`config.mk`:
```
export PLATFORM = sky130hd
export DESIGN_NAME = hole_allocator_first_best_fit
export DESIGN_NICKNAME = d
export VERILOG_FILES = /design/src/design/hafbf_pkg.sv /design/src/design/hole_allocator_first_best_fit.sv
export SDC_FILE = /design/constraint.sdc
export NUM_CORES = 1
export LEC_CHECK = 0
export BUFFER_PORTS_ARGS = -buffer_cell sky130_fd_sc_hd__buf_4
export CORE_MARGIN = 1
export CORE_UTILIZATION = 30
export DETAILED_ROUTE_END_ITERATION = 16
export PLACE_DENSITY_LB_ADDON = 0.2
export SYNTH_ARGS = -nofsm -noshare
export SYNTH_HDL_FRONTEND = slang
export SYNTH_SLANG_ARGS = --single-unit
```
`constraint.sdc`:
```
create_clock -name clk -period 9.4 [get_ports clk]
set_input_delay 0.47 -clock clk [delete_from_list [all_inputs] [get_ports clk]]
set_output_delay 0.47 -clock clk [all_outputs]
set_load 0.02 [all_outputs]
```
`src/design/hafbf_pkg.sv`:
```
// Shared types and codes for the hole allocator (first fit / best fit).
// No dependencies; used by hole_allocator_first_best_fit.
`timescale 1ns / 1ps
`default_nettype none

package hafbf_pkg;

  typedef logic [1:0]  cmd_code_t;
  typedef logic [1:0]  status_code_t;
  typedef logic [3:0]  hole_idx_t;
  typedef logic [15:0] size_field_t;
  typedef logic [4:0]  hole_count_t;
  typedef logic        cfg_index_t;

  localparam cmd_code_t CMD_LOAD    = 2'd0;
  localparam cmd_code_t CMD_ALLOC   = 2'd1;
  localparam cmd_code_t CMD_RESTORE = 2'd2;

  localparam status_code_t ST_OK        = 2'd0;
  localparam status_code_t ST_NO_FIT    = 2'd1;
  localparam status_code_t ST_BAD_INDEX = 2'd2;

  localparam cfg_index_t CFG_HOLE_COUNT = 1'b0;
  localparam cfg_index_t CFG_FIT_MODE   = 1'b1;

  localparam int CFG_DATA_W = 5;

  typedef struct packed {
    cmd_code_t   cmd;
    hole_idx_t   hole_slot;
    size_field_t hole_size;
    size_field_t request_size;
  } in_item_t;

  typedef struct packed {
    status_code_t status;
    logic         granted;
    hole_idx_t    chosen_hole;
    size_field_t  left_in_hole;
  } out_item_t;

endpackage

`default_nettype wire

```
`src/design/hole_allocator_first_best_fit.sv`:
```
// Hole allocator top level: hole tables in two sync memories, scan sequencer.
// Depends on hafbf_pkg.
`timescale 1ns / 1ps
`default_nettype none

// A load, or any command other than allocate and restore, is answered without a scan:
// busy stays low and the result strobes in the cycle after start. Allocate and
// restore walk the holes in use (N = min(hole_count, NUM_HOLES)) one memory read
// per cycle: busy stays high through the scan and the finish state, and the
// result strobes in the first cycle with busy low again; with N = 0 they finish
// like a load. out_valid is a one-cycle strobe and cannot be held off, so the
// receiver must take every beat. The user must write configuration only while
// busy is low and no result is pending; the block itself does not enforce this.
module hole_allocator_first_best_fit #(
  parameter int NUM_HOLES = 16,
  parameter int SIZE_BITS = 16
) (
  input  wire                              clk,
  input  wire                              rst_n,
  input  wire                              start,
  output logic                             busy,
  input  hafbf_pkg::in_item_t              in_data,
  output logic                             out_valid,
  output hafbf_pkg::out_item_t             out_data,
  input  wire                              cfg_we,
  input  hafbf_pkg::cfg_index_t            cfg_index,
  input  wire [hafbf_pkg::CFG_DATA_W-1:0]  cfg_wdata
);

  localparam int IDX_W = $clog2(NUM_HOLES);
  localparam int CNT_W = $clog2(NUM_HOLES + 1);
  localparam int HC_W  = (CNT_W > 5) ? CNT_W : 5;
  localparam int SL_W  = (CNT_W > 4) ? CNT_W : 4;

  typedef enum logic [1:0] {S_IDLE, S_SCAN, S_FINISH} state_t;

  // configuration
  hafbf_pkg::hole_count_t hole_count_r;
  logic                   fit_mode_r;

  always_ff @(posedge clk) begin
    if (!rst_n) begin
      hole_count_r <= '0;
      fit_mode_r   <= 1'b0;
    end else if (cfg_we) begin
      unique case (cfg_index)
        hafbf_pkg::CFG_HOLE_COUNT: hole_count_r <= cfg_wdata[4:0];
        hafbf_pkg::CFG_FIT_MODE:   fit_mode_r   <= cfg_wdata[0];
      endcase
    end
  end

  logic [CNT_W-1:0] count_eff;
  always_comb begin
    if (HC_W'(hole_count_r) > HC_W'(NUM_HOLES)) count_eff = CNT_W'(NUM_HOLES);
    else                                        count_eff = CNT_W'(hole_count_r);
  end

  // sequencer state
  state_t                 state_r;
  hafbf_pkg::cmd_code_t   cmd_r;
  logic [SIZE_BITS-1:0]   req_r;
  logic [CNT_W-1:0]       count_r;
  logic [CNT_W-1:0]       scan_idx_r;
  logic                   issue_r;
  logic                   d_vld_r;
  logic                   d_last_r;
  logic [IDX_W-1:0]       d_idx_r;
  logic                   found_r;
  logic [IDX_W-1:0]       best_idx_r;
  logic [SIZE_BITS-1:0]   best_val_r;
  logic                   out_valid_r;
  hafbf_pkg::out_item_t   out_data_r;

  // memories and valid bits (an entry never loaded reads as zero)
  logic [SIZE_BITS-1:0] orig_mem [NUM_HOLES];
  logic [SIZE_BITS-1:0] rem_mem  [NUM_HOLES];
  logic [NUM_HOLES-1:0] valid_r;
  logic [SIZE_BITS-1:0] orig_q_r;
  logic [SIZE_BITS-1:0] rem_q_r;
  logic                 ent_vld_q_r;

  logic                 accept;
  logic                 load_ok;
  logic                 go_scan;
  logic [IDX_W-1:0]     load_addr;
  logic [SIZE_BITS-1:0] load_size;
  logic [SIZE_BITS-1:0] cur_orig;
  logic [SIZE_BITS-1:0] cur_rem;
  logic [SIZE_BITS-1:0] new_left;
  logic                 take;
  logic                 last_issue;
  logic                 rem_we;
  logic [IDX_W-1:0]     rem_wa;
  logic [SIZE_BITS-1:0] rem_wd;
  hafbf_pkg::status_code_t quick_status;
  hafbf_pkg::out_item_t    fin_data;

  assign busy      = (state_r != S_IDLE);
  assign accept    = start && !busy;
  assign load_ok   = SL_W'(in_data.hole_slot) < SL_W'(count_eff);
  assign load_addr = IDX_W'(in_data.hole_slot);
  assign load_size = SIZE_BITS'(in_data.hole_size);
  assign go_scan   = ((in_data.cmd == hafbf_pkg::CMD_ALLOC) ||
                      (in_data.cmd == hafbf_pkg::CMD_RESTORE)) && (count_eff != '0);

  assign cur_orig   = ent_vld_q_r ? orig_q_r : '0;
  assign cur_rem    = ent_vld_q_r ? rem_q_r  : '0;
  assign new_left   = best_val_r - req_r;
  assign last_issue = (CNT_W'(scan_idx_r + 1'b1) == count_r);
  assign take       = (cur_rem >= req_r) &&
                      (!found_r || (fit_mode_r && (cur_rem < best_val_r)));

  // status of a command answered without a scan
  always_comb begin
    priority if ((in_data.cmd == hafbf_pkg::CMD_LOAD) && !load_ok) begin
      quick_status = hafbf_pkg::ST_BAD_INDEX;
    end else if (in_data.cmd == hafbf_pkg::CMD_ALLOC) begin
      quick_status = hafbf_pkg::ST_NO_FIT;
    end else begin
      quick_status = hafbf_pkg::ST_OK;
    end
  end

  // result beat at the end of a scan
  always_comb begin
    fin_data = '0;
    if ((cmd_r == hafbf_pkg::CMD_ALLOC) && found_r) begin
      fin_data.granted      = 1'b1;
      fin_data.chosen_hole  = hafbf_pkg::hole_idx_t'(best_idx_r);
      fin_data.left_in_hole = hafbf_pkg::size_field_t'(new_left);
    end else if (cmd_r == hafbf_pkg::CMD_ALLOC) begin
      fin_data.status = hafbf_pkg::ST_NO_FIT;
    end
  end

  // single write port on the remaining-size table
  always_comb begin
    rem_we = 1'b0;
    rem_wa = load_addr;
    rem_wd = load_size;
    priority if (accept && (in_data.cmd == hafbf_pkg::CMD_LOAD) && load_ok) begin
      rem_we = 1'b1;
    end else if ((state_r == S_SCAN) && d_vld_r && (cmd_r == hafbf_pkg::CMD_RESTORE)) begin
      rem_we = 1'b1;
      rem_wa = d_idx_r;
      rem_wd = cur_orig;
    end else if ((state_r == S_FINISH) && (cmd_r == hafbf_pkg::CMD_ALLOC) && found_r) begin
      rem_we = 1'b1;
      rem_wa = best_idx_r;
      rem_wd = new_left;
    end else begin
      rem_we = 1'b0;
    end
  end

  always_ff @(posedge clk) begin
    if (accept && (in_data.cmd == hafbf_pkg::CMD_LOAD) && load_ok) begin
      orig_mem[load_addr] <= load_size;
    end
    if (rem_we) begin
      rem_mem[rem_wa] <= rem_wd;
    end
    orig_q_r    <= orig_mem[scan_idx_r[IDX_W-1:0]];
    rem_q_r     <= rem_mem[scan_idx_r[IDX_W-1:0]];
    ent_vld_q_r <= valid_r[scan_idx_r[IDX_W-1:0]];
  end

  always_ff @(posedge clk) begin
    if (!rst_n) begin
      valid_r <= '0;
    end else if (accept && (in_data.cmd == hafbf_pkg::CMD_LOAD) && load_ok) begin
      valid_r[load_addr] <= 1'b1;
    end
  end

  always_ff @(posedge clk) begin
    if (!rst_n) begin
      state_r     <= S_IDLE;
      issue_r     <= 1'b0;
      d_vld_r     <= 1'b0;
      d_last_r    <= 1'b0;
      found_r     <= 1'b0;
      out_valid_r <= 1'b0;
      scan_idx_r  <= '0;
    end else begin
      unique case (state_r)
        S_IDLE: begin
          d_vld_r     <= 1'b0;
          d_last_r    <= 1'b0;
          out_valid_r <= accept && !go_scan;
          if (accept) begin
            cmd_r      <= in_data.cmd;
            req_r      <= SIZE_BITS'(in_data.request_size);
            count_r    <= count_eff;
            scan_idx_r <= '0;
            found_r    <= 1'b0;
            out_data_r <= {quick_status, 1'b0, hafbf_pkg::hole_idx_t'(0),
                           hafbf_pkg::size_field_t'(0)};
            if (go_scan) begin
              state_r <= S_SCAN;
              issue_r <= 1'b1;
            end
          end
        end
        S_SCAN: begin
          out_valid_r <= 1'b0;
          if (issue_r) begin
            scan_idx_r <= CNT_W'(scan_idx_r + 1'b1);
            if (last_issue) issue_r <= 1'b0;
          end
          d_vld_r  <= issue_r;
          d_last_r <= issue_r && last_issue;
          d_idx_r  <= scan_idx_r[IDX_W-1:0];
          if (d_vld_r && (cmd_r == hafbf_pkg::CMD_ALLOC) && take) begin
            found_r    <= 1'b1;
            best_idx_r <= d_idx_r;
            best_val_r <= cur_rem;
          end
          if (d_vld_r && d_last_r) begin
            state_r <= S_FINISH;
          end
        end
        S_FINISH: begin
          state_r     <= S_IDLE;
          out_valid_r <= 1'b1;
          out_data_r  <= fin_data;
          d_vld_r     <= 1'b0;
          d_last_r    <= 1'b0;
        end
        default: begin
          state_r     <= S_IDLE;
          out_valid_r <= 1'b0;
        end
      endcase
    end
  end

  assign out_valid = out_valid_r;
  assign out_data  = out_data_r;

endmodule

`default_nettype wire
```
==> flow_summary.json <==
{
  "worst-setup-path-type": "reg2reg",
  "critPathMostFrequentCell": "sky130_fd_sc_hd__a21oi_1",
  "final_common_cell": "sky130_fd_sc_hd__edfxtp_1",
  "ctsLongestPathBuffers": 3,
  "setup.reg_to_reg.worst_slack_ps": 5740,
  "leading_register_cell_type_out_of_synthesis": "sky130_fd_sc_hd__edfxtp_1",
  "worstRegToRegCells": 8,
  "critical_path.reg2reg.endpoint": "rem_mem[13][2]$_DFFE_PP_",
  "p_leak_nw": 9.58,
  "status": "completed",
  "mapped_cell_area_mm2": 0.0259,
  "clock.fmax_mhz": 274,
  "hold-path-endpoint": "req_r[13]$_DFFE_PP_",
  "setup.worst_path.start_class": "register",
  "cts-buffers-inserted": 67,
  "cts.hold.buffers_added": 0,
  "yosys_warnings": 0,
  "cp_cell_sequence": "nor2b_4, nand3_4, clkinv_4, and2_1, a21oi_1, a21oi_1, nand2b_1, nor2_2",
  "path_depth": 8,
  "initial_antenna_violation_count": 11,
  "fraction_of_layout_cells_with_a_size_suffix_above_1_pct": 27.5,
  "final_hold_viol_count": 0,
  "chipHeight_um": 296,
  "synth-seq-area-share_pct": 72.7,
  "synth_edf_count": 582,
  "num_rows": 107,
  "syn_inst": 1326,
  "max_cap_viol_count": 0,
  "kind_of_end_point_of_the_critical_path": "register",
  "grt_first_pass_wirelength_um": 94700,
  "grt_start_max_net_pins": 100,
  "number_of_global_route_vias_before_repair": 13100,
  "power-per-cell-area_mw_per_mm2": 200,
  "clk_pin_slew_worst_paths_ps": 60,
  "tightestPinTransition_ps": 1190,
  "avgRoutedWirePerCell_um": 25.3,
  "hold_path_depth": 1,
  "detail_route.drc_violations": 0,
  "critical-path-top-delay-family": "simple AND/OR/NAND/NOR gates",
  "finalWorstPathRequiredPeriod_ps": 3660,
  "r2r_start": "state_r[1]$_SDFFE_PN0P_",
  "library_cell_with_the_largest_summed_area_after_synthesis": "sky130_fd_sc_hd__edfxtp_1",
  "grt_overflow": 0,
  "initial_util_pct": 30.3,
  "clk-insertion-delay-late_ps": 610,
  "io_pins": 73,
  "route.detailed.vias_per_inst": 4.84,
  "finalCritPeriodShare_pct": 38.9,
  "dieWidth_um": 296,
  "timing.critical_path.fanout_max": 22,
  "synth-seq-cells": 649,
  "worst_hold_startpoint": "in_data[13]",
  "htree_num_levels": 3,
  "worst_clk_skew_ps": 19.3,
  "leading_post_synthesis_cells_by_cell_area": "sky130_fd_sc_hd__edfxtp_1 68%, sky130_fd_sc_hd__mux4_2 14%, sky130_fd_sc_hd__dfxtp_1 5.2%",
  "worst_path_largest_cell_delay_ps": 820,
  "required_ps": 9620,
  "detailroute.via_count": 12700,
  "postCtsResizedCells": 0,
  "drt_iter0_drc": 1075,
  "cts_setup_buffers": 0,
  "nets": 1515,
  "place_hpwl_um": 43300,
  "io_buffers": 72,
  "slew_violations": 0,
  "total_negative_setup_slacks_ps": 0,
  "setup_violations": 0,
  "slew_headroom_pct": 20.4,
  "unrepaired_setup_endpoints_after_global_routing": "false",
  "critPathArrivalTime_ps": 3880,
  "avgSynthCellArea_um2": 19.5,
  "yosys.cell_types.count": 69,
  "ys_async_sr_fraction_pct": 0,
  "power_mw": 5.97,
  "tritoncts": "yes",
  "placer_congestion": 0.792,
  "areaGrowthSynthToFinish_pct": 15.6,
  "grtUsageTotal_pct": 15.4,
  "numClockSinks": 649,
  "final_wl_um": 66300,
  "crit_slowest_cell": "sky130_fd_sc_hd__nor2_2",
  "design.core.area_mm2": 0.0853,
  "drt_pass1_iterations": 4,
  "synth.net_count": 1425,
  "ir_worst_vdd_mv": 0.106,
  "synth_largest_type_area_fraction_pct": 67.6,
  "cell_chosen_for_the_clock_root": "sky130_fd_sc_hd__clkbuf_16",
  "crit_buf_inv": 1,
  "design.die.area_mm2": 0.0874,
  "detail_route_antenna_nets": 0,
  "worst_min_delay_path_class": "in2reg",
  "mostFrequentLayoutCells": "582 x sky130_fd_sc_hd__edfxtp_1, 165 x sky130_fd_sc_hd__mux4_2, 79 x sky130_fd_sc_hd__buf_4",
  "critical_path.startpoint": "state_r[1]$_SDFFE_PN0P_"
}
-- metrics by stage --
stage	util [%]	std cells	hold WS, ps	setup WS (ps)	instance area [um^2]
finish	35.1	2620	42.7	5740	29900
global route	35.1	2617	13.4	5560	29900
CTS	35.1	2615	9.15	5750	29900
detailed placement	32.5	2491	441	5740	27700
global placement	32.5	2491	441	5780	27700
floorplan	-	1326	427	5980	25900
-- synthesized netlist by cell type (all sizes together), types with 6 or more instances --
master	number
o21a	20
o21ai	20
buf	34
nor2b	17
nand2b	16
xnor2	8
edfxtp	582
a211oi	7
nand2	33
dfxtp	67
nor3	6
a221o	14
a21oi	41
clkbuf	25
xor2	8
nor2	68
mux4	165
nand3	9
and2	23
mux2i	7
inv	47
ha	50
-- power by group --
group | switching (mW) | internal, mW
sequential | 0.00977 | 3.16
clock | 1.12 | 1.51
combinational | 0.122 | 0.0547
total | 1.25 | 4.72
-- layout make-up --
| class | instances | area [um^2] |
|---|---|---|
| Antenna cell | 5 | 12.5 |
| Sequential cell | 649 | 18800 |
| Clock inverter | 34 | 307 |
| Fill cell | 7959 | 55400 |
| Clock buffer | 90 | 1850 |
| Tap cell | 1144 | 1430 |
| Inverter | 48 | 185 |
| Timing Repair Buffer | 80 | 613 |
| Multi-Input combinational cell | 570 | 6670 |
-- registers in the layout, indices dropped and copies added, names as in the netlist, 4 cells and up --
register      count
best_val_r       16
d_idx_r           4
req_r            16
valid_r          16
out_data         23
orig_mem        256
rem_mem         256
orig_q_r         16
hole_count_r      5
best_idx_r        4
rem_q_r          16
count_r           5
scan_idx_r        5
-- kinds of logic after synthesis --
family	after synthesis	synth area share [%]
mux	173	14.7
buf+inv	107	1.89
xor+xnor	16	0.542
simple gates	197	4.03
flops	649	72.7
fa+ha+maj	51	2.50
compound gates	133	3.62
-- layer usage --
layer  track usage, %  wire (um)
met1             20.9      29100
met2             24.8      31700
met3             3.14       4010
met4             4.64       1430
met5                0         41
-- how the worst max path moves through the flow --
stage,slack [ps],to
floorplan,5980,best_idx_r[0]$_DFFE_PP_
detailed placement,5740,orig_mem[10][13]$_DFFE_PP_
finish,5740,rem_mem[13][2]$_DFFE_PP_
CTS,5750,rem_mem[9][11]$_DFFE_PP_
global placement,5780,orig_mem[9][14]$_DFFE_PP_
global route,5560,rem_mem[7][6]$_DFFE_PP_
Power figures use the tool's default switching activity.
